## src/fat_pkg.sv

```systemverilog
// Shared constants, types and helpers for the first-and-last trace capture block.
`default_nettype none
package fat_pkg;

	localparam int NUM_ENTRIES  = 16;
	localparam int NUM_CHANNELS = 4;
	localparam int WORD_BITS    = 32;

	localparam int CH_W      = 2;
	localparam int LEVEL_W   = 4;
	localparam int COUNT_W   = 32;
	localparam int REQ_W     = 8;
	localparam int KIND_W    = 3;
	localparam int IN_WORD_W = 32;
	localparam int OUT_WORD_W = 32;

	localparam int IN_DATA_W  = 48;
	localparam int OUT_DATA_W = 72;
	localparam int OUT_USER_W = 2;
	localparam int OUT_PAD_W  = OUT_DATA_W - CH_W - COUNT_W - OUT_WORD_W;

	localparam int MASK_W   = 4;
	localparam int LEVELS_W = 16;
	localparam int CFG_W    = 16;
	localparam int CFG_IDX_W = 1;

	localparam int SLOT_W      = $clog2(NUM_ENTRIES);
	localparam int N_W         = $clog2(NUM_ENTRIES + 1);
	localparam int STORE_DEPTH = NUM_CHANNELS * NUM_ENTRIES;
	localparam int ADDR_W      = $clog2(STORE_DEPTH);

	localparam int Q_DEPTH = 2;
	localparam int Q_PTR_W = $clog2(Q_DEPTH);
	localparam int Q_CNT_W = $clog2(Q_DEPTH + 1);

	typedef logic [SLOT_W-1:0]    slot_t;
	typedef logic [N_W-1:0]       num_t;
	typedef logic [COUNT_W-1:0]   count_t;
	typedef logic [WORD_BITS-1:0] word_t;
	typedef logic [ADDR_W-1:0]    addr_t;
	typedef logic [CH_W-1:0]      chan_t;

	typedef enum logic [KIND_W-1:0] {
		KIND_WRITE      = 3'd0,
		KIND_START      = 3'd1,
		KIND_STOP       = 3'd2,
		KIND_SUSPEND    = 3'd3,
		KIND_RESUME     = 3'd4,
		KIND_SHOW_FIRST = 3'd5,
		KIND_SHOW_LAST  = 3'd6
	} kind_t;

	typedef enum logic [CFG_IDX_W-1:0] {
		REG_PRESENT_MASK = 1'b0,
		REG_WRITE_LEVELS = 1'b1
	} reg_idx_t;

	typedef enum logic [1:0] {
		B_IDLE,
		B_EMPTY,
		B_READ,
		B_WAIT
	} back_state_t;

	// Store write request from the front end to both trace memories.
	typedef struct packed {
		logic  first_we;
		logic  ring_we;
		chan_t ch;
		slot_t first_slot;
		slot_t ring_slot;
		word_t data;
	} store_wr_t;

	// One show request; the back end walks entry, slot and remaining count.
	typedef struct packed {
		chan_t  ch;
		logic   ring;
		logic   empty;
		count_t entry;
		slot_t  slot;
		num_t   n;
	} show_cmd_t;

	typedef struct packed {
		chan_t                 ch;
		count_t                entry;
		logic [OUT_WORD_W-1:0] word;
		logic                  from_ring;
		logic                  empty_res;
		logic                  last;
	} result_t;

	function automatic addr_t store_addr(input chan_t ch, input slot_t slot);
		store_addr = ADDR_W'(ch) * ADDR_W'(NUM_ENTRIES) + ADDR_W'(slot);
	endfunction

	function automatic slot_t slot_inc(input slot_t slot);
		if (slot == SLOT_W'(NUM_ENTRIES - 1)) begin
			slot_inc = '0;
		end else begin
			slot_inc = slot + SLOT_W'(1);
		end
	endfunction

endpackage
`default_nettype wire

```

## src/fat_back.sv

```systemverilog
// Back end: trace memories and the sequencer that streams out show results.
`default_nettype none
module fat_back
	import fat_pkg::*;
(
	input  wire logic                  clk,
	input  wire logic                  arst_n,
	input  store_wr_t                  store_wr,
	input  show_cmd_t                  cmd,
	input  wire logic                  cmd_valid,
	output logic                       pop,
	output logic                       busy,
	output logic                       m_axis_tvalid,
	input  wire logic                  m_axis_tready,
	output logic [OUT_DATA_W-1:0]      m_axis_tdata,
	output logic [OUT_USER_W-1:0]      m_axis_tuser,
	output logic                       m_axis_tlast
);

	word_t       first_mem [STORE_DEPTH];
	word_t       ring_mem  [STORE_DEPTH];
	word_t       first_rd_q;
	word_t       ring_rd_q;

	back_state_t state_q;
	back_state_t state_d;
	show_cmd_t   cmd_q;
	result_t     out_q;
	logic        out_valid_q;

	logic        out_free;
	logic        rd_en;
	logic        load_empty;
	logic        load_entry;
	addr_t       rd_addr;
	word_t       rd_word;

	assign out_free = !out_valid_q || m_axis_tready;
	assign rd_addr  = store_addr(cmd_q.ch, cmd_q.slot);
	assign rd_word  = cmd_q.ring ? ring_rd_q : first_rd_q;
	assign busy     = (state_q != B_IDLE);

	always_ff @(posedge clk) begin
		if (store_wr.first_we) begin
			first_mem[store_addr(store_wr.ch, store_wr.first_slot)] <= store_wr.data;
		end
		if (rd_en) begin
			first_rd_q <= first_mem[rd_addr];
		end
	end

	always_ff @(posedge clk) begin
		if (store_wr.ring_we) begin
			ring_mem[store_addr(store_wr.ch, store_wr.ring_slot)] <= store_wr.data;
		end
		if (rd_en) begin
			ring_rd_q <= ring_mem[rd_addr];
		end
	end

	always_comb begin
		state_d = state_q;
		case (state_q)
			B_IDLE: begin
				if (cmd_valid) begin
					state_d = cmd.empty ? B_EMPTY : B_READ;
				end
			end
			B_EMPTY: begin
				if (out_free) begin
					state_d = B_IDLE;
				end
			end
			B_READ: begin
				if (out_free) begin
					state_d = B_WAIT;
				end
			end
			B_WAIT:  state_d = (cmd_q.n == N_W'(1)) ? B_IDLE : B_READ;
			default: state_d = B_IDLE;
		endcase
	end

	// A read is issued only when the output register is free, so the read data
	// can always be loaded into it in the B_WAIT state that follows.
	always_comb begin
		pop        = 1'b0;
		rd_en      = 1'b0;
		load_empty = 1'b0;
		load_entry = 1'b0;
		case (state_q)
			B_IDLE:  pop        = cmd_valid;
			B_EMPTY: load_empty = out_free;
			B_READ:  rd_en      = out_free;
			B_WAIT:  load_entry = 1'b1;
			default: ;
		endcase
	end

	always_ff @(posedge clk or negedge arst_n) begin
		if (!arst_n) begin
			state_q     <= B_IDLE;
			out_valid_q <= 1'b0;
		end else begin
			state_q <= state_d;
			if (load_empty || load_entry) begin
				out_valid_q <= 1'b1;
			end else if (m_axis_tready) begin
				out_valid_q <= 1'b0;
			end
		end
	end

	always_ff @(posedge clk) begin
		if (pop) begin
			cmd_q <= cmd;
		end else if (load_entry) begin
			cmd_q.entry <= cmd_q.entry + COUNT_W'(1);
			cmd_q.slot  <= slot_inc(cmd_q.slot);
			cmd_q.n     <= cmd_q.n - N_W'(1);
		end
		if (load_empty) begin
			out_q.ch        <= cmd_q.ch;
			out_q.entry     <= '0;
			out_q.word      <= '0;
			out_q.from_ring <= cmd_q.ring;
			out_q.empty_res <= 1'b1;
			out_q.last      <= 1'b1;
		end else if (load_entry) begin
			out_q.ch        <= cmd_q.ch;
			out_q.entry     <= cmd_q.entry;
			out_q.word      <= OUT_WORD_W'(rd_word);
			out_q.from_ring <= cmd_q.ring;
			out_q.empty_res <= 1'b0;
			out_q.last      <= (cmd_q.n == N_W'(1));
		end
	end

	assign m_axis_tvalid = out_valid_q;
	assign m_axis_tdata  = {OUT_PAD_W'(0), out_q.word, out_q.entry, out_q.ch};
	assign m_axis_tuser  = {out_q.empty_res, out_q.from_ring};
	assign m_axis_tlast  = out_q.last;

	a_wait_out_free: assert property (@(posedge clk) disable iff (!arst_n)
		(state_q == B_WAIT) |-> !out_valid_q)
		else $error("read data arrived while the output register was full");
	a_empty_is_last: assert property (@(posedge clk) disable iff (!arst_n)
		(out_valid_q && out_q.empty_res) |-> out_q.last)
		else $error("empty result not marked last");
	a_pop_starts: assert property (@(posedge clk) disable iff (!arst_n)
		(state_q == B_IDLE && cmd_valid) |=> (state_q != B_IDLE))
		else $error("queued show was not taken up");

endmodule
`default_nettype wire

```

## config.mk

```make
export PLATFORM = sky130hd
export DESIGN_NAME = fat_back
export DESIGN_NICKNAME = d
export VERILOG_FILES = /design/src/fat_pkg.sv /design/src/fat_back.sv
export SDC_FILE = /design/constraint.sdc
export NUM_CORES = 2
export LEC_CHECK = 0
export BUFFER_PORTS_ARGS = -buffer_cell sky130_fd_sc_hd__buf_2
export CAP_MARGIN = 10
export CORE_MARGIN = 2
export CORE_UTILIZATION = 30
export CTS_CLUSTER_DIAMETER = 30
export DETAILED_ROUTE_END_ITERATION = 10
export SETUP_SLACK_MARGIN = 0.02
export SYNTH_ARGS = -nofsm -noshare
export SYNTH_HDL_FRONTEND = slang
export SYNTH_SLANG_ARGS = --single-unit
```

## constraint.sdc

```tcl
create_clock -name clk -period 4.3 [get_ports clk]
set_input_delay 0.645 -clock clk [delete_from_list [all_inputs] [get_ports clk]]
set_output_delay 0.645 -clock clk [all_outputs]
set_load 0.005 [all_outputs]
```

==> metrics.md <==
| Metric | Value |
|---|---|
| Root Buffer | `clkbuf_16` |
| Worst Hold Class | `in -> reg` |
| Post-synthesis mux area share | `0.149` |
| Largest area contributor in the netlist | `edfxtp_1` |
| Port Buffers | `164` |
| Remaining DRCs | `0` |
| Post-Route WL | `458,000 um` |
| Worst slew margin | `0.119` |
| Clock sinks | `4,276` |
| Die height | `739 um` |
| Fin. Hold Viols | `0` |
| Num CTS Buffers | `610` |
| Startpoint types | `flop` |
| WP data arrival | `4.54 ns` |
| Synth top area share | `0.780` |
| Synth Area in Compound Gates | `0.0278` |
| Seq/Total Area, Yosys | `0.789` |
| Routed vias/inst | `5.22` |
| Post-DP HPWL | `270,000 um` |
| Top_reg_cell synth | `edfxtp_1` |
| Ys Warns | `0` |
| Highest clock rate | `258 MHz` |
| Peak supply drop | `0.631 mV` |
| Required time worst endpoint | `4.96 ns` |
| Pre-CTS setup slack | `0.398 ns` |
| Area delta synth->final | `21.6%` |
| Finished Cell Area | `0.197 mm2` |
| Max Root-Sink Buffers | `4` |
| Clock slew at reported path FFs | `0.06 ns` |
| I/O pins | `171` |
| Grt total ovfl | `0` |
| Vias post-DR | `82,264` |
| WL/cell | `29.1 um` |
| Worst Tran Pin Value | `1.32 ns` |
| FP Rows | `269` |
| Worst r2r src | `cmd_q[7]$_DFFE_PP_` |
| Initial DRC Count | `11,292` |
| CTS tree | `done` |
| Area contributors post-synth | `edfxtp_1 (78%), mux4_2 (14%), o22ai_1 (1.1%)` |
| Die extent in x | `739 um` |
| Syn Inst Count | `7,220` |
| GRT Overall Usage | `0.163` |
| Setup TNS Final | `0 ns` |
| Worst R2R Setup Slack | `0.43 ns` |
| CP endpoint kind | `flop` |
| Simple-Gate Fraction of Synth Area | `0.0180` |
| Post-synth EDFFs | `4,207` |
| Core box area | `0.537 mm2` |
| Max cap viols | `0` |
| Post-Syn Area | `0.162 mm2` |
| Layout net count | `8,152` |
| Synth top cells by count | `edfxtp_1 (4,207), mux4_2 (1,013), o22ai_1 (285)` |
| Top-count cell post-synth | `edfxtp_1` |
| Critical-path maximum fanout | `31` |
| 1st-pass router iterations | `5` |
| Power density over the cells | `655 mW/mm2` |
| Final antenna-violating net count | `0` |
| First-pass GRT wire length | `641,000 um` |
| Ys async rst share | `0.000702` |
| Hold endpoint | `cmd_q[28]$_DFFE_PP_` |
| Post-synthesis xor/xnor area fraction | `0.00184` |
| Area post-placement | `0.176 mm2` |
| RSZ-0062 raised after global routing | `false` |
| Final period util | `0.900` |
| Final Power | `129 mW` |
| Final core occ | `0.367` |
| Main combinational cell family by area after synthesis | `multiplexers` |
| RD Place Congestion | `0.843` |
| Fin. max-slew vios | `0` |
| Hold path startpoint | `cmd[28]` |
| Synthesized-area fraction occupied by adder cells | `0.000309` |
| Die area | `0.546 mm2` |
| Critical path type | `reg -> reg` |
| Leakage | `61.5 nW` |
| Vias in the first global route | `83,143` |
| Initial antenna violation count | `49` |
| H-tree levels | `6` |
| Status | `completed` |
| Hold path depth | `3` |
| Maximum number of pins on one net before global-route repair | `129` |
| Seq cells post-synth | `4,276` |
| Synth unique cells | `55` |
| Worst r2r dst | `first_rd_q[12]$_DFFE_PP_` |
| Worst skew pair latency | `0.95 ns` |
| Tmin final | `3.87 ns` |
| Layout cells sized above 1 | `0.326` |
| R2R depth | `7` |
| Final setup fails | `0` |
| Starting Density | `0.302` |
| Clk_skew | `0.0409 ns` |
| Final setup margin | `0.429 ns` |
| Synthesized area per cell | `22.4 um2` |
==> repair_timing <==
item | CTS | global route
setup buffers | 0 | 0
endpoints found under the setup margin | 0 | 0
hold endpoints to repair | 37 | 0
resized for setup | 0 | 0
hold buffers | 37 | 0
==> per-layer routing <==
layer,GRT usage,vias up,routed length [um]
met2,0.263,4469,218000
met5,0,-,49
li1,-,32718,-
met1,0.221,44337,181000
met4,0.0488,8,14000
met3,0.0349,732,44700
==> area by class of cell <==
class	instances	area, um2
Multi-Input combinational cell	2524	33100
Fill cell	48337	340000
Sequential cell	4276	128000
Timing Repair Buffer	634	6150
Antenna cell	11	27.5
Clock buffer	684	16100
Clock inverter	438	4850
Tap cell	7181	8980
Inverter	9	33.8
==> stage by stage <==
| stage | hold WS [ns] | instances |
|---|---|---|
| floorplan | 0.349 | 7225 |
| global placement | 0.441 | 14574 |
| detailed placement | 0.448 | 14585 |
| CTS | 0.000493 | 15744 |
| global route | 0.0560 | 15750 |
| finish | 0.0540 | 15757 |
==> worst max-delay path: stages (launching register included) <==
cell       delay [ns]
edfxtp_1         0.85
buf_4            0.55
mux4_2           0.38
o22ai_1          0.31
nor3_1           0.14
a2111oi_0        1.02
buf_4            0.25
a221oi_1         0.04
==> cell families (layout without fill, tap and decap cells) <==
logic type                 count (synthesis)  after routing
DFF                                     4276           4276
adders and majority gates                  4              4
xor gates and xnor gates                  34             34
buffers and inverters                    425           1765
muxes                                   1148           1148
other                                      1             17
AOI/OAI and AO/OA                        691            691
and+or+nand+nor                          641            641
==> how the worst max path moves through the flow <==
stage	startpoint	to	slack, ns	depth (start not counted)
final	cmd_q[7]$_DFFE_PP_	first_rd_q[12]$_DFFE_PP_	0.43	7
after global routing	cmd_q[7]$_DFFE_PP_	first_rd_q[12]$_DFFE_PP_	0.37	7
after CTS	cmd_q[8]$_DFFE_PP_	first_rd_q[31]$_DFFE_PP_	0.34	8
after detailed placement	cmd_q[8]$_DFFE_PP_	first_rd_q[31]$_DFFE_PP_	0.40	8
after global placement	cmd_q[7]$_DFFE_PP_	first_rd_q[28]$_DFFE_PP_	0.03	6
after floorplan	m_axis_tready	first_rd_q[0]$_DFFE_PP_	0.25	3
==> report_power, final <==
part | internal (mW) | switching, mW | leakage, nW
clock network | 31.8 | 19.0 | 10.1
registers | 47.4 | 1.38 | 38.5
logic | 12.7 | 16.6 | 12.9
==> layout by cell type (no fill, tap or decap), types with 78 or more instances in the layout <==
master / n
nor2_4: 126
clkbuf_16: 635
o21ai_0: 99
edfxtp_1: 4207
nor2_1: 112
clkinv_2: 79
buf_2: 136
inv_6: 78
a21oi_1: 106
buf_12: 129
nand2_1: 153
mux4_2: 1013
buf_4: 329
o22ai_1: 285
mux2i_1: 122
==> flip-flops by register name, indices dropped and copies added (netlist names), 2 cells and up <==
name          cells
ring_rd_q        32
first_mem      2048
ring_mem       2048
cmd_q            44
m_axis_tdata     66
first_rd_q       32
state_q           2
m_axis_tuser      2
No activity file was read; power rests on OpenSTA's default activity.
