===== src/fat_pkg.sv =====
// Shared constants, types and helpers for the first-and-last trace capture block.
`default_nettype none
package fat_pkg;

	localparam int NUM_ENTRIES  = 16;
	localparam int NUM_CHANNELS = 4;
	localparam int WORD_BITS    = 32;

	localparam int CH_W      = 2;
	localparam int LEVEL_W   = 4;
	localparam int COUNT_W   = 32;
	localparam int REQ_W     = 8;
	localparam int KIND_W    = 3;
	localparam int IN_WORD_W = 32;
	localparam int OUT_WORD_W = 32;

	localparam int IN_DATA_W  = 48;
	localparam int OUT_DATA_W = 72;
	localparam int OUT_USER_W = 2;
	localparam int OUT_PAD_W  = OUT_DATA_W - CH_W - COUNT_W - OUT_WORD_W;

	localparam int MASK_W   = 4;
	localparam int LEVELS_W = 16;
	localparam int CFG_W    = 16;
	localparam int CFG_IDX_W = 1;

	localparam int SLOT_W      = $clog2(NUM_ENTRIES);
	localparam int N_W         = $clog2(NUM_ENTRIES + 1);
	localparam int STORE_DEPTH = NUM_CHANNELS * NUM_ENTRIES;
	localparam int ADDR_W      = $clog2(STORE_DEPTH);

	localparam int Q_DEPTH = 2;
	localparam int Q_PTR_W = $clog2(Q_DEPTH);
	localparam int Q_CNT_W = $clog2(Q_DEPTH + 1);

	typedef logic [SLOT_W-1:0]    slot_t;
	typedef logic [N_W-1:0]       num_t;
	typedef logic [COUNT_W-1:0]   count_t;
	typedef logic [WORD_BITS-1:0] word_t;
	typedef logic [ADDR_W-1:0]    addr_t;
	typedef logic [CH_W-1:0]      chan_t;

	typedef enum logic [KIND_W-1:0] {
		KIND_WRITE      = 3'd0,
		KIND_START      = 3'd1,
		KIND_STOP       = 3'd2,
		KIND_SUSPEND    = 3'd3,
		KIND_RESUME     = 3'd4,
		KIND_SHOW_FIRST = 3'd5,
		KIND_SHOW_LAST  = 3'd6
	} kind_t;

	typedef enum logic [CFG_IDX_W-1:0] {
		REG_PRESENT_MASK = 1'b0,
		REG_WRITE_LEVELS = 1'b1
	} reg_idx_t;

	typedef enum logic [1:0] {
		B_IDLE,
		B_EMPTY,
		B_READ,
		B_WAIT
	} back_state_t;

	// Store write request from the front end to both trace memories.
	typedef struct packed {
		logic  first_we;
		logic  ring_we;
		chan_t ch;
		slot_t first_slot;
		slot_t ring_slot;
		word_t data;
	} store_wr_t;

	// One show request; the back end walks entry, slot and remaining count.
	typedef struct packed {
		chan_t  ch;
		logic   ring;
		logic   empty;
		count_t entry;
		slot_t  slot;
		num_t   n;
	} show_cmd_t;

	typedef struct packed {
		chan_t                 ch;
		count_t                entry;
		logic [OUT_WORD_W-1:0] word;
		logic                  from_ring;
		logic                  empty_res;
		logic                  last;
	} result_t;

	function automatic addr_t store_addr(input chan_t ch, input slot_t slot);
		store_addr = ADDR_W'(ch) * ADDR_W'(NUM_ENTRIES) + ADDR_W'(slot);
	endfunction

	function automatic slot_t slot_inc(input slot_t slot);
		if (slot == SLOT_W'(NUM_ENTRIES - 1)) begin
			slot_inc = '0;
		end else begin
			slot_inc = slot + SLOT_W'(1);
		end
	endfunction

endpackage
`default_nettype wire


===== src/fat_queue.sv =====
// Short queue of show requests between the front end and the back end.
`default_nettype none
module fat_queue
	import fat_pkg::*;
(
	input  wire logic      clk,
	input  wire logic      arst_n,
	input  wire logic      push,
	input  show_cmd_t      push_cmd,
	input  wire logic      pop,
	output show_cmd_t      head,
	output logic           valid,
	output logic           full
);

	show_cmd_t            slots_q [Q_DEPTH];
	logic [Q_PTR_W-1:0]   wr_ptr_q;
	logic [Q_PTR_W-1:0]   rd_ptr_q;
	logic [Q_CNT_W-1:0]   cnt_q;
	logic                 do_push;
	logic                 do_pop;

	assign valid   = (cnt_q != '0);
	assign full    = (cnt_q == Q_CNT_W'(Q_DEPTH));
	assign head    = slots_q[rd_ptr_q];
	assign do_push = push && !full;
	assign do_pop  = pop && valid;

	always_ff @(posedge clk) begin
		if (do_push) begin
			slots_q[wr_ptr_q] <= push_cmd;
		end
	end

	always_ff @(posedge clk or negedge arst_n) begin
		if (!arst_n) begin
			wr_ptr_q <= '0;
			rd_ptr_q <= '0;
			cnt_q    <= '0;
		end else begin
			if (do_push) begin
				wr_ptr_q <= wr_ptr_q + Q_PTR_W'(1);
			end
			if (do_pop) begin
				rd_ptr_q <= rd_ptr_q + Q_PTR_W'(1);
			end
			case ({do_push, do_pop})
				2'b10:   cnt_q <= cnt_q + Q_CNT_W'(1);
				2'b01:   cnt_q <= cnt_q - Q_CNT_W'(1);
				default: cnt_q <= cnt_q;
			endcase
		end
	end

endmodule
`default_nettype wire


===== config.mk =====
export PLATFORM = sky130hd
export DESIGN_NAME = fat_queue
export DESIGN_NICKNAME = d
export VERILOG_FILES = /design/src/fat_pkg.sv /design/src/fat_queue.sv
export SDC_FILE = /design/constraint.sdc
export NUM_CORES = 1
export LEC_CHECK = 0
export BUFFER_PORTS_ARGS = -buffer_cell sky130_fd_sc_hd__buf_2
export CORE_ASPECT_RATIO = 1.5
export CORE_MARGIN = 1.5
export CORE_UTILIZATION = 45
export CTS_CLUSTER_DIAMETER = 60
export DETAILED_ROUTE_END_ITERATION = 12
export PLACE_DENSITY = 0.7
export SLEW_MARGIN = 10
export SYNTH_ARGS = -nofsm -noshare
export SYNTH_HDL_FRONTEND = slang
export SYNTH_SLANG_ARGS = --single-unit

===== constraint.sdc =====
create_clock -name clk -period 5.6 [get_ports clk]
set_clock_uncertainty 0.15 [all_clocks]
set_input_delay 0.28 -clock clk [delete_from_list [all_inputs] [get_ports clk]]
set_output_delay 0.28 -clock clk [all_outputs]
set_load 0.05 [all_outputs]

==> results of run 1 <==
-- kinds of logic after synthesis --
group                    Yosys count  share of synthesized area [%]
flip-flops                        94                           80.9
multiplexers                      45                           14.6
AND/OR/NAND/NOR                    7                           1.12
buffers and inverters              6                           1.73
XOR/XNOR                           5                           1.26
adder cells (fa/ha/maj)            1                          0.361
-- metal layers --
metal / share of wire [%] / vias to the layer above / global-route usage (%) / wire [um]
met5: 0 / - / 0 / 0
met4: 3.7 / 0 / 10.8 / 223
met3: 3.3 / 16 / 3.01 / 199
met2: 53 / 56 / 25.9 / 3180
met1: 40 / 939 / 17.5 / 2420
li1: - / 908 / - / -
-- critical path, cell delays in order (launching register included) --
cell	delay [ns]
sky130_fd_sc_hd__dfrtp_2	1.08
sky130_fd_sc_hd__mux2_2	0.44
sky130_fd_sc_hd__buf_2	0.22
-- placed cells by master (no fill, tap or decap), types with 2 or more instances in the layout --
master / instances
sky130_fd_sc_hd__buf_2: 95
sky130_fd_sc_hd__clkbuf_1: 2
sky130_fd_sc_hd__clkbuf_16: 9
sky130_fd_sc_hd__clkinv_2: 2
sky130_fd_sc_hd__edfxtp_1: 90
sky130_fd_sc_hd__dfrtp_1: 3
sky130_fd_sc_hd__dlygate4sd3_1: 46
sky130_fd_sc_hd__xnor2_1: 3
sky130_fd_sc_hd__xor2_1: 2
sky130_fd_sc_hd__mux2_2: 45
-- repair_timing --
item | CTS | global route
hold endpoints to repair | 94 | 0
hold buffers | 46 | 0
endpoints found under the setup margin | 0 | 0
-- path summary, 6_finish.rpt --
path,start,to,slack [ns],cells past startpoint
worst min-delay path,pop,rd_ptr_q,0.09,3
worst max-delay path,rd_ptr_q,head[25],3.10,2
min in group asynchronous,arst_n,cnt_q[1],0.16,2
worst max register to register,cnt_q[0],slots_q[0][11],3.43,4
worst min register to register,cnt_q[1],cnt_q[1],0.34,1
max in group asynchronous,arst_n,rd_ptr_q,5.01,2
-- stage by stage --
step	cells	setup WS, ns	total power (uW)	util (%)
final	411	3.10	2670	62.6
after global routing	411	2.98	2780	62.6
after CTS	411	3.04	2700	62.6
after detailed placement	351	3.40	2160	53.3
after global placement	351	3.41	2140	53.3
after floorplan	158	2.48	1950	-
-- sequential cells by signal (all words and copies together) (netlist names) --
signal / flops
cnt_q: 2
rd_ptr_q: 1
slots_q: 90
wr_ptr_q: 1
-- layout make-up --
cell class,instances,area (um2)
multi-input cells,58,611
clock inverters,3,13.8
flip-flops and latches,94,2800
fillers,549,2830
inverters,1,3.75
clock buffers,11,233
repair buffers,142,943
well taps,102,128
-- power groups by stage --
| stage | combinational (uW) | sequential (uW) | clock [uW] |
|---|---|---|---|
| final | 1080 | 1070 | 513 |
| after global routing | 1140 | 1090 | 548 |
| after CTS | 1100 | 1080 | 530 |
| after detailed placement | 1070 | 1090 | 0 |
| after global placement | 1060 | 1080 | 0 |
| after floorplan | 937 | 1010 | 0 |
==> out/summary.txt, run 1 <==
Remaining DRCs: 0
Via count of the routed design: 1919
P_leak: 0.00180 uW
Clock Pin Slew Worst Setup and Hold Paths: 0.06 ns
Req. time, crit path: 5.17 ns
Peak supply drop: 399 uV
HPWL after DPL: 3.56 mm
Final routed wire length divided by cell count: 14.7 um
GRT Overall Usage: 15.6%
Average vias per placed instance: 4.67
Sort of element at the start of the critical path: flop
Die ar.: 8250 um2
Final Max Slew Viols: 0
Share of the clock period used by the worst path: 44.7%
Global-route wire length before repair: 9.34 mm
Number of antenna cells inserted: 0
Floorplan core area: 7560 um2
Depth of the CTS H-tree: 3
Cts bufs inserted: 9
Final RePlAce weighted congestion: 0.731
Internal cell power: 1580 uW
DRT antenna net count: 0
Total cell area at the placement stage: 4030 um2
Part of the total power dissipated in combinational logic: 40.6%
Row Count: 39
Die width: 74.6 um
Min cycle time layout: 2.50 ns
Clock tree root buffer cell: sky130_fd_sc_hd__clkbuf_16
DRC marker count from the first detailed-route iteration: 96
I/O pin total: 96
TritonCTS clock tree: built
Maximum fanout encountered on the critical timing path: 46
Synth warnings: 0
Slew at the pin closest to its max-slew limit: 1.09 ns
# nets final: 356
Most frequent cell after synthesis: sky130_fd_sc_hd__edfxtp_1
Gate count after technology mapping: 158
Top post-synthesis cells by area: sky130_fd_sc_hd__edfxtp_1 78%, sky130_fd_sc_hd__mux2_2 15%, sky130_fd_sc_hd__dfrtp_1 2.9%
Clk Latency, worst-skew pair: 0.33 ns
Vias in the first global route: 2034
Remaining global-route overflow: 0
Floorplan die height: 110 um
Setup violations, final: 0
Number of different library cells in the post-synthesis netlist: 14
Post-CTS Resized: 0
Final hold slack: 0.0948 ns
Port Buffers: 95
Layout-stage area growth over the synthesis result: 36.7%
Status: finished clean
Switching portion of total power: 40.8%
# clock sinks: 94
Proportion of power drawn by the clock network: 19.2%
Net switching power figure: 1090 uW
Type of the worst setup path: flop to output pin
Fraction of synthesis flops using an asynchronous set or reset pin: 4.26%
Count of flip-flops with a built-in enable after synthesis: 90
Post-Route Setup TNS: 0 ns
Pin count of the biggest net entering global routing: 47
Final non-filler cell area: 4740 um2
Synthesized cell area: 3460 um2
Data arrival, critical path: 2.07 ns
Worst slew slack as a fraction of its limit: 27.7%
Post-synth top area cell: sky130_fd_sc_hd__edfxtp_1
Endpoint kind of the worst setup timing path: output pin
Average cell area after synthesis: 21.9 um2
Power per unit of standard cell area: 564 nW/um2
Maximum buffer depth of the clock tree: 2
Maximum achievable frequency: 400 MHz
Seq/Total Area, Yosys: 80.9%
Total iterations of the first detailed-routing run: 4
Unrepaired setup endpoints after global routing: false
Final hold viol count: 0
Total wire length after detailed routing: 6.02 mm
Fraction of layout instances using a drive strength above 1: 50.5%
Most used DFF post-synth: sky130_fd_sc_hd__edfxtp_1
Initial Util: 45.8%
Number of register bits inferred by synthesis: 94
Post-CTS Repair Setup Buffers: 0
Commonest cells in the synthesized netlist: 90 x sky130_fd_sc_hd__edfxtp_1, 45 x sky130_fd_sc_hd__mux2_2, 5 x sky130_fd_sc_hd__buf_6
Count of max-cap constraint violations: 0
Flop pwr share: 40.2%
Hold/Removal Path Class: input pin to flop
Net count after synthesis: 208
Number of antenna violations at the first check in global routing: 0
Area share of the largest cell type after synthesis: 78.0%
Power figures use the tool's default switching activity.
==> run 2: changes to the inputs <==
--- a/config.mk
+++ b/config.mk
@@ -11,7 +11,7 @@
 export CORE_UTILIZATION = 45
 export CTS_CLUSTER_DIAMETER = 60
 export DETAILED_ROUTE_END_ITERATION = 12
-export PLACE_DENSITY = 0.7
+export PLACE_DENSITY = 0.73
 export SLEW_MARGIN = 10
 export SYNTH_ARGS = -nofsm -noshare
 export SYNTH_HDL_FRONTEND = slang
==> constraint.sdc (replaced) <==
create_clock -name clk -period 2.2 [get_ports clk]
set_clock_uncertainty 0.15 [all_clocks]
set_input_delay 0.11 -clock clk [delete_from_list [all_inputs] [get_ports clk]]
set_output_delay 0.11 -clock clk [all_outputs]
set_load 0.05 [all_outputs]
==> run 2 against run 1 <==
  * Clock power rose to 2.8 times the previous value
  * Sequential power increased by 140%
  * First-iteration DRC count decreased by 23%
  * Utilization up 1.4 points
  * Cell count is 2.4% higher
  * Non-clock buffer count grew 8
  * Largest power group unchanged
  * Hold slack improved by 0.25 ns
  * Sequential cell count is the same
  * Routed wire length grew 6.3%
  * Design area grew 2.2%
  * Power rose to 2.6 times the previous value
  * Die area stayed put
  * Largest cell class unchanged
==> out/summary.txt, run 2 (same netlist as run 1, synthesis figures left out) <==
Hold buffer count at CTS: 49 (was 46)
Total wire length after detailed routing: 6.41 mm (was 6.02 mm)
Final routed wire length divided by cell count: 15.2 um (was 14.7 um)
Floorplan die height: 110 um (unchanged)
Total iterations of the first detailed-routing run: 4 (unchanged)
Largest Register: slots_q (unchanged)
Most used routing layer in global routing: met2 (unchanged)
Remaining DRCs: 0 (unchanged)
Total cell area at the placement stage: 4070 um2 (was 4030 um2)
Final non-filler cell area: 4840 um2 (was 4740 um2)
Family with the most delay on the worst path: buffers and inverters (was flip-flops)
Type of the worst setup path: flop to output pin (unchanged)
Worst path cell trace: buf_4 -> mux2_2 -> buf_2 (was mux2_2 -> buf_2)
Data arrival, critical path: 1.63 ns (was 2.07 ns)
Maximum achievable frequency: 528 MHz
Global-route wire length before repair: 10.0 mm (was 9.34 mm)
Maximum buffer depth of the clock tree: 2 (unchanged)
Floorplan core area: 7560 um2 (unchanged)
Worst slew slack as a fraction of its limit: 76.3% (was 27.7%)
Hold/Removal Path Class: input pin to flop (unchanged)
Unrepaired setup endpoints after global routing: false (unchanged)
Peak supply drop: 1130 uV (was 399 uV)
DRC marker count from the first detailed-route iteration: 74 (was 96)
Number of antenna violations at the first check in global routing: 0 (unchanged)
Pin count of the biggest net entering global routing: 27 (was 47)
Depth of the CTS H-tree: 3 (unchanged)
TritonCTS clock tree: built (unchanged)
Crit path buf inv count: 2 (was 1)
Share of the clock period used by the worst path: 86.1%
Remaining global-route overflow: 0 (unchanged)
Maximum fanout encountered on the critical timing path: 26 (was 46)
Number of antenna cells inserted: 0 (unchanged)
Slew at the pin closest to its max-slew limit: 0.356 ns (was 1.09 ns)
HPWL after DPL: 3.81 mm (was 3.56 mm)
Sort of element at the start of the critical path: flop (unchanged)
Final hold viol count: 0 (unchanged)
P_leak: 0.00186 uW (was 0.00180 uW)
Leading cell types in the layout, fill and taps excluded: 95 x sky130_fd_sc_hd__buf_2, 90 x sky130_fd_sc_hd__edfxtp_1, 49 x sky130_fd_sc_hd__dlygate4sd3_1, 45 x sky130_fd_sc_hd__mux2_2, 9 x sky130_fd_sc_hd__clkbuf_16 (was 95 x sky130_fd_sc_hd__buf_2, 90 x sky130_fd_sc_hd__edfxtp_1, 46 x sky130_fd_sc_hd__dlygate4sd3_1, 45 x sky130_fd_sc_hd__mux2_2, 9 x sky130_fd_sc_hd__clkbuf_16)
Average vias per placed instance: 4.67 (about the same)
Cts bufs inserted: 9 (unchanged)
Registers with the most flip-flops: slots_q (90), cnt_q (2) (unchanged)
Post-CTS Repair Setup Buffers: 0 (unchanged)
Initial Util: 45.8% (unchanged)
Peak per-stage delay on the critical path: 0.39 ns (was 1.08 ns)
Status: finished clean (unchanged)
Final RePlAce weighted congestion: 0.697 (was 0.731)
Power per unit of standard cell area: 1440 nW/um2 (was 564 nW/um2)
Met1 Usage GRT: 16.1% (was 17.5%)
Row Count: 39 (unchanged)
Endpoint kind of the worst setup timing path: output pin (unchanged)
Layout-stage area growth over the synthesis result: 39.7% (was 36.7%)
Crit path max-delay cell type: sky130_fd_sc_hd__mux2_2 (was sky130_fd_sc_hd__dfrtp_2)
Count of max-cap constraint violations: 0 (unchanged)
Post-CTS Resized: 0 (unchanged)
I/O pin total: 96 (unchanged)
Total Power Consumption: 6980 uW (was 2670 uW)
Port Buffers: 95 (unchanged)
Met2 GRT Util: 30.6% (was 25.9%)
Clk Latency, worst-skew pair: 0.33 ns (about the same)
Clock Pin Slew Worst Setup and Hold Paths: 0.06 ns (about the same)
Via count of the routed design: 1967 (was 1919)
Vias in the first global route: 2152 (was 2034)
Final Max Slew Viols: 0 (unchanged)
Req. time, crit path: 1.94 ns (was 5.17 ns)
Post-Route Setup TNS: 0 ns (unchanged)
Die width: 74.6 um (unchanged)
# clock sinks: 94 (unchanged)
Number of flip-flops under the largest register name: 90 (unchanged)
Clock tree root buffer cell: sky130_fd_sc_hd__clkbuf_16 (unchanged)
Setup violations, final: 0 (unchanged)
DRT antenna net count: 0 (unchanged)
Met3 capacity usage during global routing: 3.74% (was 3.01%)
GRT Overall Usage: 17.0% (was 15.6%)
Die ar.: 8250 um2 (unchanged)
Most common cell after layout, fill and taps aside: sky130_fd_sc_hd__buf_2 (unchanged)
# nets final: 364 (was 356)
Fraction of layout instances using a drive strength above 1: 51.1% (was 50.5%)
Final hold slack: 0.345 ns (was 0.0948 ns)
Min cycle time layout: 1.89 ns
run 2: cell type report:
| class | count | area [um2] |
|---|---|---|
| Sequential cell | 94 | 2800 |
| Fill cell | 521 | 2720 |
| Timing Repair Buffer | 150 | 1010 |
| Multi-Input combinational cell | 58 | 611 |
| Clock buffer | 15 | 278 |
| Tap cell | 102 | 128 |
| Clock inverter | 1 | 5.00 |
| Inverter | 1 | 3.75 |
run 2: worst paths after layout:
path / startpoint / end / slack (ns) / cells after the start
worst max-delay path: rd_ptr_q / head[13] / 0.31 / 3
worst min-delay path: push_cmd[28] / slots_q[1][28] / 0.34 / 2
worst max register to register: cnt_q[0] / cnt_q[1] / 0.50 / 5
worst min register to register: cnt_q[1] / cnt_q[1] / 0.35 / 1
max in group asynchronous: arst_n / rd_ptr_q / 1.19 / 3
min in group asynchronous: arst_n / cnt_q[0] / 0.53 / 3
run 2: metal layers:
layer  vias to the layer above  routed length, um
li1                        928                  -
met2                        62               3630
met5                         -                  0
met3                        21                243
met1                       956               2230
met4                         0                293
run 2: report_power, final:
part / internal, uW / leakage, uW / switching, uW / total [uW]
combinational: 864 / 0.000838 / 2130 / 3000
clock: 857 / 0.000140 / 561 / 1420
sequential: 2450 / 0.000882 / 108 / 2560
total: 4170 / 0.00186 / 2800 / 6980
run 2: stage by stage:
step	utilization, %	setup slack (ns)	cells
after floorplan	-	0.312	158
after global placement	53.8	0.587	356
after detailed placement	53.8	0.523	356
after CTS	64.0	0.283	421
after global routing	64.0	0.246	421
final	64.0	0.307	421
run 2: worst reg2reg max path: stages, from the launching register on:
cell                      delay [ns]
sky130_fd_sc_hd__dfrtp_1        0.42
sky130_fd_sc_hd__or2_1          0.26
sky130_fd_sc_hd__and2_4         0.17
sky130_fd_sc_hd__ha_1           0.32
sky130_fd_sc_hd__nor2_1         0.14
sky130_fd_sc_hd__xor2_1         0.17
