## src/fat_pkg.sv

```systemverilog
// Shared constants, types and helpers for the first-and-last trace capture block.
`default_nettype none
package fat_pkg;

	localparam int NUM_ENTRIES  = 16;
	localparam int NUM_CHANNELS = 4;
	localparam int WORD_BITS    = 32;

	localparam int CH_W      = 2;
	localparam int LEVEL_W   = 4;
	localparam int COUNT_W   = 32;
	localparam int REQ_W     = 8;
	localparam int KIND_W    = 3;
	localparam int IN_WORD_W = 32;
	localparam int OUT_WORD_W = 32;

	localparam int IN_DATA_W  = 48;
	localparam int OUT_DATA_W = 72;
	localparam int OUT_USER_W = 2;
	localparam int OUT_PAD_W  = OUT_DATA_W - CH_W - COUNT_W - OUT_WORD_W;

	localparam int MASK_W   = 4;
	localparam int LEVELS_W = 16;
	localparam int CFG_W    = 16;
	localparam int CFG_IDX_W = 1;

	localparam int SLOT_W      = $clog2(NUM_ENTRIES);
	localparam int N_W         = $clog2(NUM_ENTRIES + 1);
	localparam int STORE_DEPTH = NUM_CHANNELS * NUM_ENTRIES;
	localparam int ADDR_W      = $clog2(STORE_DEPTH);

	localparam int Q_DEPTH = 2;
	localparam int Q_PTR_W = $clog2(Q_DEPTH);
	localparam int Q_CNT_W = $clog2(Q_DEPTH + 1);

	typedef logic [SLOT_W-1:0]    slot_t;
	typedef logic [N_W-1:0]       num_t;
	typedef logic [COUNT_W-1:0]   count_t;
	typedef logic [WORD_BITS-1:0] word_t;
	typedef logic [ADDR_W-1:0]    addr_t;
	typedef logic [CH_W-1:0]      chan_t;

	typedef enum logic [KIND_W-1:0] {
		KIND_WRITE      = 3'd0,
		KIND_START      = 3'd1,
		KIND_STOP       = 3'd2,
		KIND_SUSPEND    = 3'd3,
		KIND_RESUME     = 3'd4,
		KIND_SHOW_FIRST = 3'd5,
		KIND_SHOW_LAST  = 3'd6
	} kind_t;

	typedef enum logic [CFG_IDX_W-1:0] {
		REG_PRESENT_MASK = 1'b0,
		REG_WRITE_LEVELS = 1'b1
	} reg_idx_t;

	typedef enum logic [1:0] {
		B_IDLE,
		B_EMPTY,
		B_READ,
		B_WAIT
	} back_state_t;

	// Store write request from the front end to both trace memories.
	typedef struct packed {
		logic  first_we;
		logic  ring_we;
		chan_t ch;
		slot_t first_slot;
		slot_t ring_slot;
		word_t data;
	} store_wr_t;

	// One show request; the back end walks entry, slot and remaining count.
	typedef struct packed {
		chan_t  ch;
		logic   ring;
		logic   empty;
		count_t entry;
		slot_t  slot;
		num_t   n;
	} show_cmd_t;

	typedef struct packed {
		chan_t                 ch;
		count_t                entry;
		logic [OUT_WORD_W-1:0] word;
		logic                  from_ring;
		logic                  empty_res;
		logic                  last;
	} result_t;

	function automatic addr_t store_addr(input chan_t ch, input slot_t slot);
		store_addr = ADDR_W'(ch) * ADDR_W'(NUM_ENTRIES) + ADDR_W'(slot);
	endfunction

	function automatic slot_t slot_inc(input slot_t slot);
		if (slot == SLOT_W'(NUM_ENTRIES - 1)) begin
			slot_inc = '0;
		end else begin
			slot_inc = slot + SLOT_W'(1);
		end
	endfunction

endpackage
`default_nettype wire

```

## src/fat_front.sv

```systemverilog
// Front end: configuration, per-channel capture state and classification of items.
`default_nettype none
module fat_front
	import fat_pkg::*;
(
	input  wire logic                 clk,
	input  wire logic                 arst_n,
	input  wire logic                 cfg_we,
	input  wire logic [CFG_IDX_W-1:0] cfg_index,
	input  wire logic [CFG_W-1:0]     cfg_data,
	input  wire logic                 s_axis_tvalid,
	output logic                      s_axis_tready,
	input  wire logic [IN_DATA_W-1:0] s_axis_tdata,
	input  wire logic [KIND_W-1:0]    s_axis_tuser,
	input  wire logic                 q_full,
	input  wire logic                 busy,
	output logic                      push,
	output show_cmd_t                 push_cmd,
	output store_wr_t                 store_wr
);

	logic [MASK_W-1:0]   present_q;
	logic [LEVELS_W-1:0] levels_q;
	count_t              count_q [NUM_CHANNELS];
	slot_t               pos_q   [NUM_CHANNELS];
	logic [NUM_CHANNELS-1:0] en_q;
	logic [NUM_CHANNELS-1:0] susp_q;

	kind_t              kind;
	chan_t              ch;
	logic [LEVEL_W-1:0] level;
	word_t              word;
	logic [REQ_W-1:0]   req;
	logic               ch_ok;
	logic               acc;
	count_t             cnt;
	slot_t              pos;
	logic [LEVEL_W-1:0] ch_level;
	logic               wr_ok;
	num_t               req_c;
	num_t               n;
	num_t               pos_n;
	num_t               back_slot;
	logic               is_show;

	always_comb begin
		kind  = kind_t'(s_axis_tuser);
		ch    = s_axis_tdata[1:0];
		level = s_axis_tdata[5:2];
		word  = WORD_BITS'(s_axis_tdata[37:6]);
		req   = s_axis_tdata[45:38];
	end

	// Start is held off while a show is queued or running, so that the
	// stores it is reading cannot be overwritten underneath it.
	assign s_axis_tready = !q_full && !(kind == KIND_START && busy);

	assign ch_ok = ({1'b0, ch} < (CH_W + 1)'(NUM_CHANNELS)) && present_q[ch];
	assign acc   = s_axis_tvalid && s_axis_tready && ch_ok;

	always_comb begin
		cnt      = count_q[ch];
		pos      = pos_q[ch];
		ch_level = levels_q[LEVEL_W * ch +: LEVEL_W];
		wr_ok    = en_q[ch] && !susp_q[ch] && (level <= ch_level) && (cnt != '1);
		req_c    = (req > REQ_W'(NUM_ENTRIES)) ? N_W'(NUM_ENTRIES) : N_W'(req);
		n        = (cnt > COUNT_W'(req_c)) ? req_c : N_W'(cnt);
		pos_n    = N_W'(pos);
		// Slot of the oldest of the n newest entries, modulo the ring size.
		if (pos_n >= n) begin
			back_slot = pos_n - n;
		end else begin
			back_slot = pos_n + N_W'(NUM_ENTRIES) - n;
		end
		is_show = (kind == KIND_SHOW_FIRST) || (kind == KIND_SHOW_LAST);
	end

	always_comb begin
		push_cmd.ch    = ch;
		push_cmd.ring  = (kind == KIND_SHOW_LAST);
		push_cmd.empty = (cnt == '0);
		push_cmd.entry = (kind == KIND_SHOW_LAST) ? (cnt - COUNT_W'(n)) : '0;
		push_cmd.slot  = (kind == KIND_SHOW_LAST) ? SLOT_W'(back_slot) : '0;
		push_cmd.n     = n;
		push           = acc && is_show && ((cnt == '0) || (n != '0));
	end

	always_comb begin
		store_wr.ring_we    = acc && (kind == KIND_WRITE) && wr_ok;
		store_wr.first_we   = store_wr.ring_we && (cnt < COUNT_W'(NUM_ENTRIES));
		store_wr.ch         = ch;
		store_wr.first_slot = SLOT_W'(cnt);
		store_wr.ring_slot  = pos;
		store_wr.data       = word;
	end

	always_ff @(posedge clk or negedge arst_n) begin
		if (!arst_n) begin
			present_q <= '0;
			levels_q  <= '0;
		end else if (cfg_we) begin
			case (reg_idx_t'(cfg_index))
				REG_PRESENT_MASK: present_q <= MASK_W'(cfg_data);
				REG_WRITE_LEVELS: levels_q  <= LEVELS_W'(cfg_data);
				default: ;
			endcase
		end
	end

	always_ff @(posedge clk or negedge arst_n) begin
		if (!arst_n) begin
			for (int c = 0; c < NUM_CHANNELS; c++) begin
				count_q[c] <= '0;
				pos_q[c]   <= '0;
			end
			en_q   <= '0;
			susp_q <= '0;
		end else if (acc) begin
			case (kind)
				KIND_WRITE: begin
					if (wr_ok) begin
						count_q[ch] <= cnt + COUNT_W'(1);
						pos_q[ch]   <= slot_inc(pos);
					end
				end
				KIND_START: begin
					count_q[ch] <= '0;
					pos_q[ch]   <= '0;
					en_q[ch]    <= 1'b1;
					susp_q[ch]  <= 1'b0;
				end
				KIND_STOP: begin
					en_q[ch]   <= 1'b0;
					susp_q[ch] <= 1'b0;
				end
				KIND_SUSPEND: susp_q[ch] <= 1'b1;
				KIND_RESUME:  susp_q[ch] <= 1'b0;
				KIND_SHOW_FIRST, KIND_SHOW_LAST: begin
					if (cnt != '0) begin
						en_q[ch]   <= 1'b0;
						susp_q[ch] <= 1'b0;
					end
				end
				default: ;
			endcase
		end
	end

	a_start_not_busy: assert property (@(posedge clk) disable iff (!arst_n)
		(acc && kind == KIND_START) |-> !busy)
		else $error("start accepted while a show is pending");
	a_push_has_room: assert property (@(posedge clk) disable iff (!arst_n)
		push |-> !q_full)
		else $error("show pushed into a full queue");
	a_first_with_ring: assert property (@(posedge clk) disable iff (!arst_n)
		store_wr.first_we |-> store_wr.ring_we)
		else $error("first store written without the ring");

endmodule
`default_nettype wire

```

## config.mk

```make
export PLATFORM = sky130hd
export DESIGN_NAME = fat_front
export DESIGN_NICKNAME = d
export VERILOG_FILES = /design/src/fat_pkg.sv /design/src/fat_front.sv
export SDC_FILE = /design/constraint.sdc
export NUM_CORES = 1
export LEC_CHECK = 0
export BUFFER_PORTS_ARGS = -buffer_cell sky130_fd_sc_hd__buf_2
export CAP_MARGIN = 20
export CORE_ASPECT_RATIO = 1.1
export CORE_MARGIN = 4
export CORE_UTILIZATION = 45
export CTS_CLUSTER_SIZE = 12
export DETAILED_ROUTE_END_ITERATION = 12
export HOLD_SLACK_MARGIN = 0.15
export PLACE_DENSITY_LB_ADDON = 0.2
export SLEW_MARGIN = 20
export SYNTH_ARGS = -nofsm -noshare
export SYNTH_HDL_FRONTEND = slang
export SYNTH_SLANG_ARGS = --single-unit
export TNS_END_PERCENT = 50
```

## constraint.sdc

```tcl
create_clock -name clk -period 13.5 [get_ports clk]
set_input_delay 1.35 -clock clk [delete_from_list [all_inputs] [get_ports clk]]
set_output_delay 1.35 -clock clk [all_outputs]
set_load 0.02 [all_outputs]
```

==> results by group, run 1 <==
Run status
  • Status: finished, final reports clean

Placed design
  • GPL Wtd Cong: 0.823
  • I/O Buffers: 98
  • Setup slack at placement: 4.61 ns
  • Post-DP HPWL: 17.5 mm

Pwr
  • Maximum VDD drop: 0.0905 mV
  • Static leakage: 0.00514 µW
  • PnR Total Power: 1130 µW
  • Pwr dens: 102 nW/µm²

Floorplanning
  • Initial Util: 45.7%
  • IO Pins: 165
  • CORE AREA: 22,100 µm²
  • Placement Rows: 57
  • Die W: 151 µm
  • Die area: 24,900 µm²
  • Die Y: 165 µm

Synth
  • Post-synthesis sequential area ratio: 42.6%
  • #FFs+latches synth: 172
  • Syn_nets: 1,058
  • Top-area cell type share of the netlist area: 42.6%
  • Post-synth EDFFs: 0
  • Post-synth cell types: 67
  • Most frequent cell after synthesis: dfrtp_1
  • Mapped cell area: 10,100 µm²
  • Gate count after technology mapping: 966
  • FFs w/ async S/R, synth: 100%
  • Synth warn: 0
  • Area leader, netlist: dfrtp_1
  • Ys flop type: dfrtp_1
  • Largest cells by area after synthesis: dfrtp_1 (43%), mux4_2 (9.1%), a22o_1 (9.0%)
  • Syn_area_per_cell: 10.5 µm²
  • Post-synth top cells: dfrtp_1 (172), a22o_1 (104), nand2_1 (97)

Timing
  • Final min period: 8.92 ns
  • Max Slew Vio Count: 0
  • Max Clk Rate: 0.112 GHz
  • Setup TNS: 0 ns
  • Tcrit/Tclk final: 66.0%
  • Post-Route Skew: 0.0120 ns
  • Final setup vio count: 0
  • RSZ-0062 raised after global routing: false
  • Worst-margin pin slew: 1.01 ns
  • Final setup margin: 4.58 ns
  • Final Hold Vio Count: 0
  • Slew margin rel.: 32.1%

Route
  • Number of vias per cell: 6.07
  • Vias: 7,889
  • Total Wirelength: 27.3 mm
  • Drt wl/cell: 21.0 µm
  • Initial DRC count: 604
  • Post-route ant nets: 0
  • Drt first pass iters: 7
  • DRC violations left: 0

Setup path
  • R2R cell count: 9
  • Reg2reg end: count_q[70]$_DFFE_PN0P_
  • CP Class: in2out
  • Origin of the critical flop-to-flop path: count_q[2]$_DFFE_PN0P_
  • Critical Path Sink Type: primary output
  • R2r setup slk: 9.10 ns
  • Crit path arrival time: 7.57 ns
  • Startpoint Class: input port
  • Critical Path Start: s_axis_tdata[0]
  • CP Data Required Time: 12.15 ns
  • Worst Path Max Fanout: 36

CTS
  • Root Buffer: clkbuf_16
  • # clock sinks: 172
  • Postcts setup bufs: 0
  • Clk Latency, worst-skew pair: 0.42 ns
  • Count of cells resized by post-cts repair: 0
  • CTS Hold Bufs: 0
  • Num CTS Buffers: 17
  • Clock Tree Buf Depth: 2
  • CTS tree: yes
  • Htree depth: 4
  • Reg clk slew, reported paths: 0.06 ns

Final layout
  • ANT cells: 0
  • Share of cells above drive strength 1: 23.2%
  • NumNets Final: 1,085
  • Area growth syn-to-layout: 9.47%

Min path
  • Hold endpoint: count_q[10]$_DFFE_PN0P_
  • Hold wc startpoint: count_q[10]$_DFFE_PN0P_
  • Hold Path Class: reg2reg
  • Hold Path Depth: 2

Global routing
  • GRT Overall Usage: 22.3%
  • First-pass GRT wire length: 43.3 mm
  • Vias in the first global route: 7,778
  • Largest net degree at the start of global routing: 102
  • Initial antenna violation count: 0
  • GR Overflow Total: 0

Run
  • Max_cap viols: 0
-- registers in the layout (all words and copies together), names as in the netlist, named ones only --
name and count:
pos_q 16, count_q 128, levels_q 16, present_q 4
-- where the power goes --
part	switching, µW	internal, µW	total (µW)
logic	71.3	49.8	121
registers	9.49	534	544
clock network	203	263	466
total	284	847	1130
-- how the worst max path moves through the flow --
stage	slack [ns]	cells past startpoint	to
6_report	4.58	19	push_cmd[31]
3_3_place_gp	4.64	19	push_cmd[31]
5_1_grt	4.10	18	push_cmd[31]
4_1_cts	4.58	19	push_cmd[31]
3_5_place_dp	4.61	19	push_cmd[31]
2_1_floorplan	5.31	21	push_cmd[24]
-- per-layer routing --
metal,wire [µm],GRT usage (%),share of wire [%]
met4,429,6.84,1.6
met1,12300,31.3,45
met3,1570,3.85,5.8
met2,13000,35.7,48
met5,0,0,0
-- layout by cell type (no fill, tap or decap), types with 4 or more instances in the layout --
cell type  synthesis  routed
a22o_1           104     104
xor2_1            16      16
ha_1              18      18
or4_1              9       9
buf_4             37      11
clkbuf_16          0      17
nor4_1             4       4
nor2b_1            6       6
a21oi_1           26      26
mux2_2            27      27
o21ai_0           55      55
o21a_1             5       5
buf_2              8      96
nand2_1           97      97
mux2i_1            4       4
and2_1            12      12
xnor2_1           25      25
a41o_1             4       4
and3_1            13      13
a31oi_1            8       8
inv_1             25      25
dfrtp_1          172     172
o31ai_1            9       9
nor2_1            67      67
nor3_1            12      12
mux4_2            41      41
or2_2              6       6
or3_1             10      10
nand4_1            5       5
a31o_2             8       8
nand2b_1           6       6
nand3_1           19      19
-- metrics by stage --
| step | area (µm²) | util, % | instances | hold slack [ns] |
|---|---|---|---|---|
| after global placement | 10500 | 47.5 | 1269 | 0.458 |
| after CTS | 11100 | 50.0 | 1300 | 0.479 |
| after floorplan | 10100 | - | 966 | 0.445 |
| after global routing | 11100 | 50.0 | 1300 | 0.507 |
| after detailed placement | 10500 | 47.5 | 1269 | 0.465 |
| final | 11100 | 50.0 | 1300 | 0.475 |
-- critical path: stages --
cell and delay [ns]:
buf_4 0.30, buf_4 0.64, mux4_2 0.78, ha_1 0.37, o21a_1 0.11, o31ai_1 0.06, a21oi_1 0.35, nor4_4 0.09
buf_4 0.21, o21ai_0 0.68, ha_1 0.27, inv_1 0.04, ha_1 0.25, or3_1 0.45, a21o_1 0.23, a31oi_2 0.69
a31oi_1 0.19, a41o_1 0.27, buf_2 0.17
-- kinds of logic (layout without fill, tap and decap cells) --
| group | count (synthesis) | in the layout | share of synthesized area [%] |
|---|---|---|---|
| and+or+nand+nor | 281 | 281 | 13.8 |
| DFF | 172 | 172 | 42.6 |
| xor gates and xnor gates | 41 | 41 | 3.55 |
| adders and majority gates | 21 | 21 | 2.53 |
| muxes | 73 | 73 | 12.7 |
| AOI/OAI and AO/OA | 252 | 252 | 18.4 |
| buffers and inverters | 126 | 165 | 6.41 |
-- final cells by class --
class / count / area [µm²]
Inverter: 26 / 97.6
Multi-Input combinational cell: 668 / 5160
Clock buffer: 21 / 460
Tap cell: 295 / 369
Sequential cell: 172 / 4300
Fill cell: 2051 / 11000
Timing Repair Buffer: 108 / 574
Clock inverter: 10 / 93.8
Power figures use the tool's default switching activity.
==> run 2, diff against run 1 <==
==> constraint.sdc (replaced) <==
create_clock -name clk -period 8.9 [get_ports clk]
set_input_delay 0.89 -clock clk [delete_from_list [all_inputs] [get_ports clk]]
set_output_delay 0.89 -clock clk [all_outputs]
set_load 0.02 [all_outputs]
==> results by group, run 2 (same netlist as run 1, synthesis figures left out) <==
Global routing
  • GRT Overall Usage: 22.6% (was 22.3%)
  • GR Overflow Total: 0 (unchanged)
  • Largest net degree at the start of global routing: 111 (was 102)
  • Initial antenna violation count: 0 (unchanged)
  • First-pass GRT wire length: 43.8 mm (was 43.3 mm)
  • Vias in the first global route: 7,932 (was 7,778)

Run status
  • Status: finished, final reports clean (unchanged)

Final layout
  • Largest registers: count_q: 128 flops, levels_q: 16 flops, pos_q: 16 flops (unchanged)
  • Share of cells above drive strength 1: 23.8% (was 23.2%)
  • Most frequent cells in the layout: dfrtp_1 (172), a22o_1 (104), nand2_1 (97) (unchanged)
  • ANT cells: 0 (unchanged)
  • NumNets Final: 1,089 (was 1,085)
  • Biggest register: count_q (unchanged)
  • Most common cell after layout, fill and taps aside: dfrtp_1 (unchanged)
  • Max reg flops: 128 (unchanged)
  • Fillcell total: 2,046 (was 2,051)
  • Area growth syn-to-layout: 10.2% (was 9.47%)

Setup path
  • Worst Path Max Fanout: 35 (was 36)
  • CP Class: in2out (unchanged)
  • Startpoint Class: input port (unchanged)
  • Most used cell, CP: ha_1
  • Worst-path cell chain: buf_4, mux4_2, nor3_1, nand4_2, nor4_4, nand2_1, o21ai_0, ha_1, inv_1, ha_1, or3_1, a21o_1, a31oi_2, a31oi_1, a41o_1, buf_2 (was buf_4, buf_4, mux4_2, ha_1, o21a_1, o31ai_1, a21oi_1, nor4_4, buf_4, o21ai_0, ha_1, inv_1, ha_1, or3_1, a21o_1, a31oi_2, a31oi_1, a41o_1, buf_2)
  • R2r setup slk: 4.74 ns (was 9.10 ns)
  • Crit path arrival time: 6.71 ns (was 7.57 ns)
  • Origin of the critical flop-to-flop path: count_q[19]$_DFFE_PN0P_ (was count_q[2]$_DFFE_PN0P_)
  • Buffers & Inverters on Critical Path: 3 (was 5)
  • Slowest stage delay, CP: 0.75 ns (was 0.78 ns)
  • Family with the most delay on the worst path: simple AND/OR/NAND/NOR gates (was compound AO/OA/AOI/OAI gates)
  • R2R cell count: 8 (was 9)
  • CP Data Required Time: 8.01 ns (was 12.15 ns)
  • CP max stage cell: mux4_2 (unchanged)
  • Critical path depth: 16 (was 19)
  • Critical Path Sink Type: primary output (unchanged)

Timing
  • Tcrit/Tclk final: 85.4%
  • Worst-margin pin slew: 0.967 ns (was 1.01 ns)
  • Final Hold Vio Count: 0 (unchanged)
  • Slew margin rel.: 34.9% (was 32.1%)
  • Final min period: 7.60 ns
  • Setup TNS: 0 ns (unchanged)
  • RSZ-0062 raised after global routing: false (unchanged)
  • Max Clk Rate: 0.132 GHz
  • Post-Route Skew: 0.00816 ns (was 0.0120 ns)
  • Final setup vio count: 0 (unchanged)
  • Max Slew Vio Count: 0 (unchanged)

Pwr
  • Pwr dens: 158 nW/µm² (was 102 nW/µm²)
  • Maximum VDD drop: 0.129 mV (was 0.0905 mV)
  • PnR Total Power: 1760 µW (was 1130 µW)
  • Static leakage: 0.00518 µW (was 0.00514 µW)

Min path
  • Hold wc startpoint: count_q[115]$_DFFE_PN0P_ (was count_q[10]$_DFFE_PN0P_)
  • Hold Path Depth: 2 (unchanged)
  • Hold Path Class: reg2reg (unchanged)
  • Hold endpoint: count_q[115]$_DFFE_PN0P_ (was count_q[10]$_DFFE_PN0P_)

Placed design
  • Post-DP HPWL: 17.7 mm (was 17.5 mm)
  • GPL Wtd Cong: 0.824 (was 0.823)
  • I/O Buffers: 98 (unchanged)

CTS
  • Num CTS Buffers: 17 (unchanged)
  • Postcts setup bufs: 0 (unchanged)
  • # clock sinks: 172 (unchanged)
  • Count of cells resized by post-cts repair: 0 (unchanged)
  • CTS tree: yes (unchanged)
  • Htree depth: 4 (unchanged)
  • CTS Hold Bufs: 0 (unchanged)
  • Root Buffer: clkbuf_16 (unchanged)
  • Clk Latency, worst-skew pair: 0.43 ns (was 0.42 ns)
  • Reg clk slew, reported paths: 0.07 ns (was 0.06 ns)
  • Clock Tree Buf Depth: 2 (unchanged)

Floorplanning
  • IO Pins: 165 (unchanged)
  • Die W: 151 µm (unchanged)
  • Die area: 24,900 µm² (unchanged)
  • Die Y: 165 µm (unchanged)
  • CORE AREA: 22,100 µm² (unchanged)
  • Initial Util: 45.7% (unchanged)
  • Placement Rows: 57 (unchanged)

Route
  • Drt wl/cell: 21.1 µm (was 21.0 µm)
  • Drt first pass iters: 5 (was 7)
  • DRC violations left: 0 (unchanged)
  • Initial DRC count: 666 (was 604)
  • Number of vias per cell: 6.06 (was 6.07)
  • Post-route ant nets: 0 (unchanged)
  • Total Wirelength: 27.5 mm (was 27.3 mm)
  • Vias: 7,914 (was 7,889)

Run
  • Max_cap viols: 0 (unchanged)
==> run 2: metrics by stage <==
stage	utilization (%)	hold slack [ns]	cells	area [µm²]	setup slack, ns
finish	50.4	0.480	1305	11100	1.30
global route	50.4	0.504	1305	11100	0.788
global placement	47.7	0.459	1273	10500	1.39
floorplan	-	0.445	966	10100	1.63
detailed placement	47.7	0.465	1273	10500	1.36
CTS	50.4	0.481	1305	11100	1.35
==> run 2: final cells by class <==
type / count / area [µm²] / share of cell area, %
multi-input combinational: 668 / 5160 / 46.3
clock buffer: 18 / 439 / 3.94
timing repair buffer: 112 / 607 / 5.45
sequential: 172 / 4300 / 38.7
tap: 295 / 369 / 3.31
clock inverter: 14 / 158 / 1.42
inverter: 26 / 97.6 / 0.876
==> run 2: where the power goes <==
group          leakage [µW]  switching [µW]  internal (µW)  total [µW]
sequential          0.00235            13.8            810         824
combinational       0.00254             107           76.3         183
clock              0.000284             328            426         754
total               0.00518             449           1310        1760
==> run 2: how the worst max path moves through the flow <==
stage | endpoint | from | slack [ns]
2_1_floorplan | push_cmd[24] | s_axis_tdata[1] | 1.63
3_3_place_gp | push_cmd[29] | s_axis_tdata[0] | 1.39
3_5_place_dp | push_cmd[29] | s_axis_tdata[0] | 1.36
4_1_cts | push_cmd[29] | s_axis_tdata[0] | 1.35
5_1_grt | push_cmd[29] | s_axis_tdata[0] | 0.79
6_report | push_cmd[29] | s_axis_tdata[0] | 1.30
==> run 2: worst register-to-register path: cells and delay by family, from the launching register on <==
family	cells	cell delay (ns)
AOI/OAI and AO/OA	2	0.76
DFF	1	0.38
muxes	2	0.91
and+or+nand+nor	4	2.00
==> run 2: per-layer routing <==
| layer | wire length, µm | GRT usage [%] |
|---|---|---|
| met5 | 0 | 0 |
| met4 | 348 | 6.47 |
| met3 | 1580 | 4.18 |
| met2 | 13300 | 36.3 |
| met1 | 12300 | 31.5 |
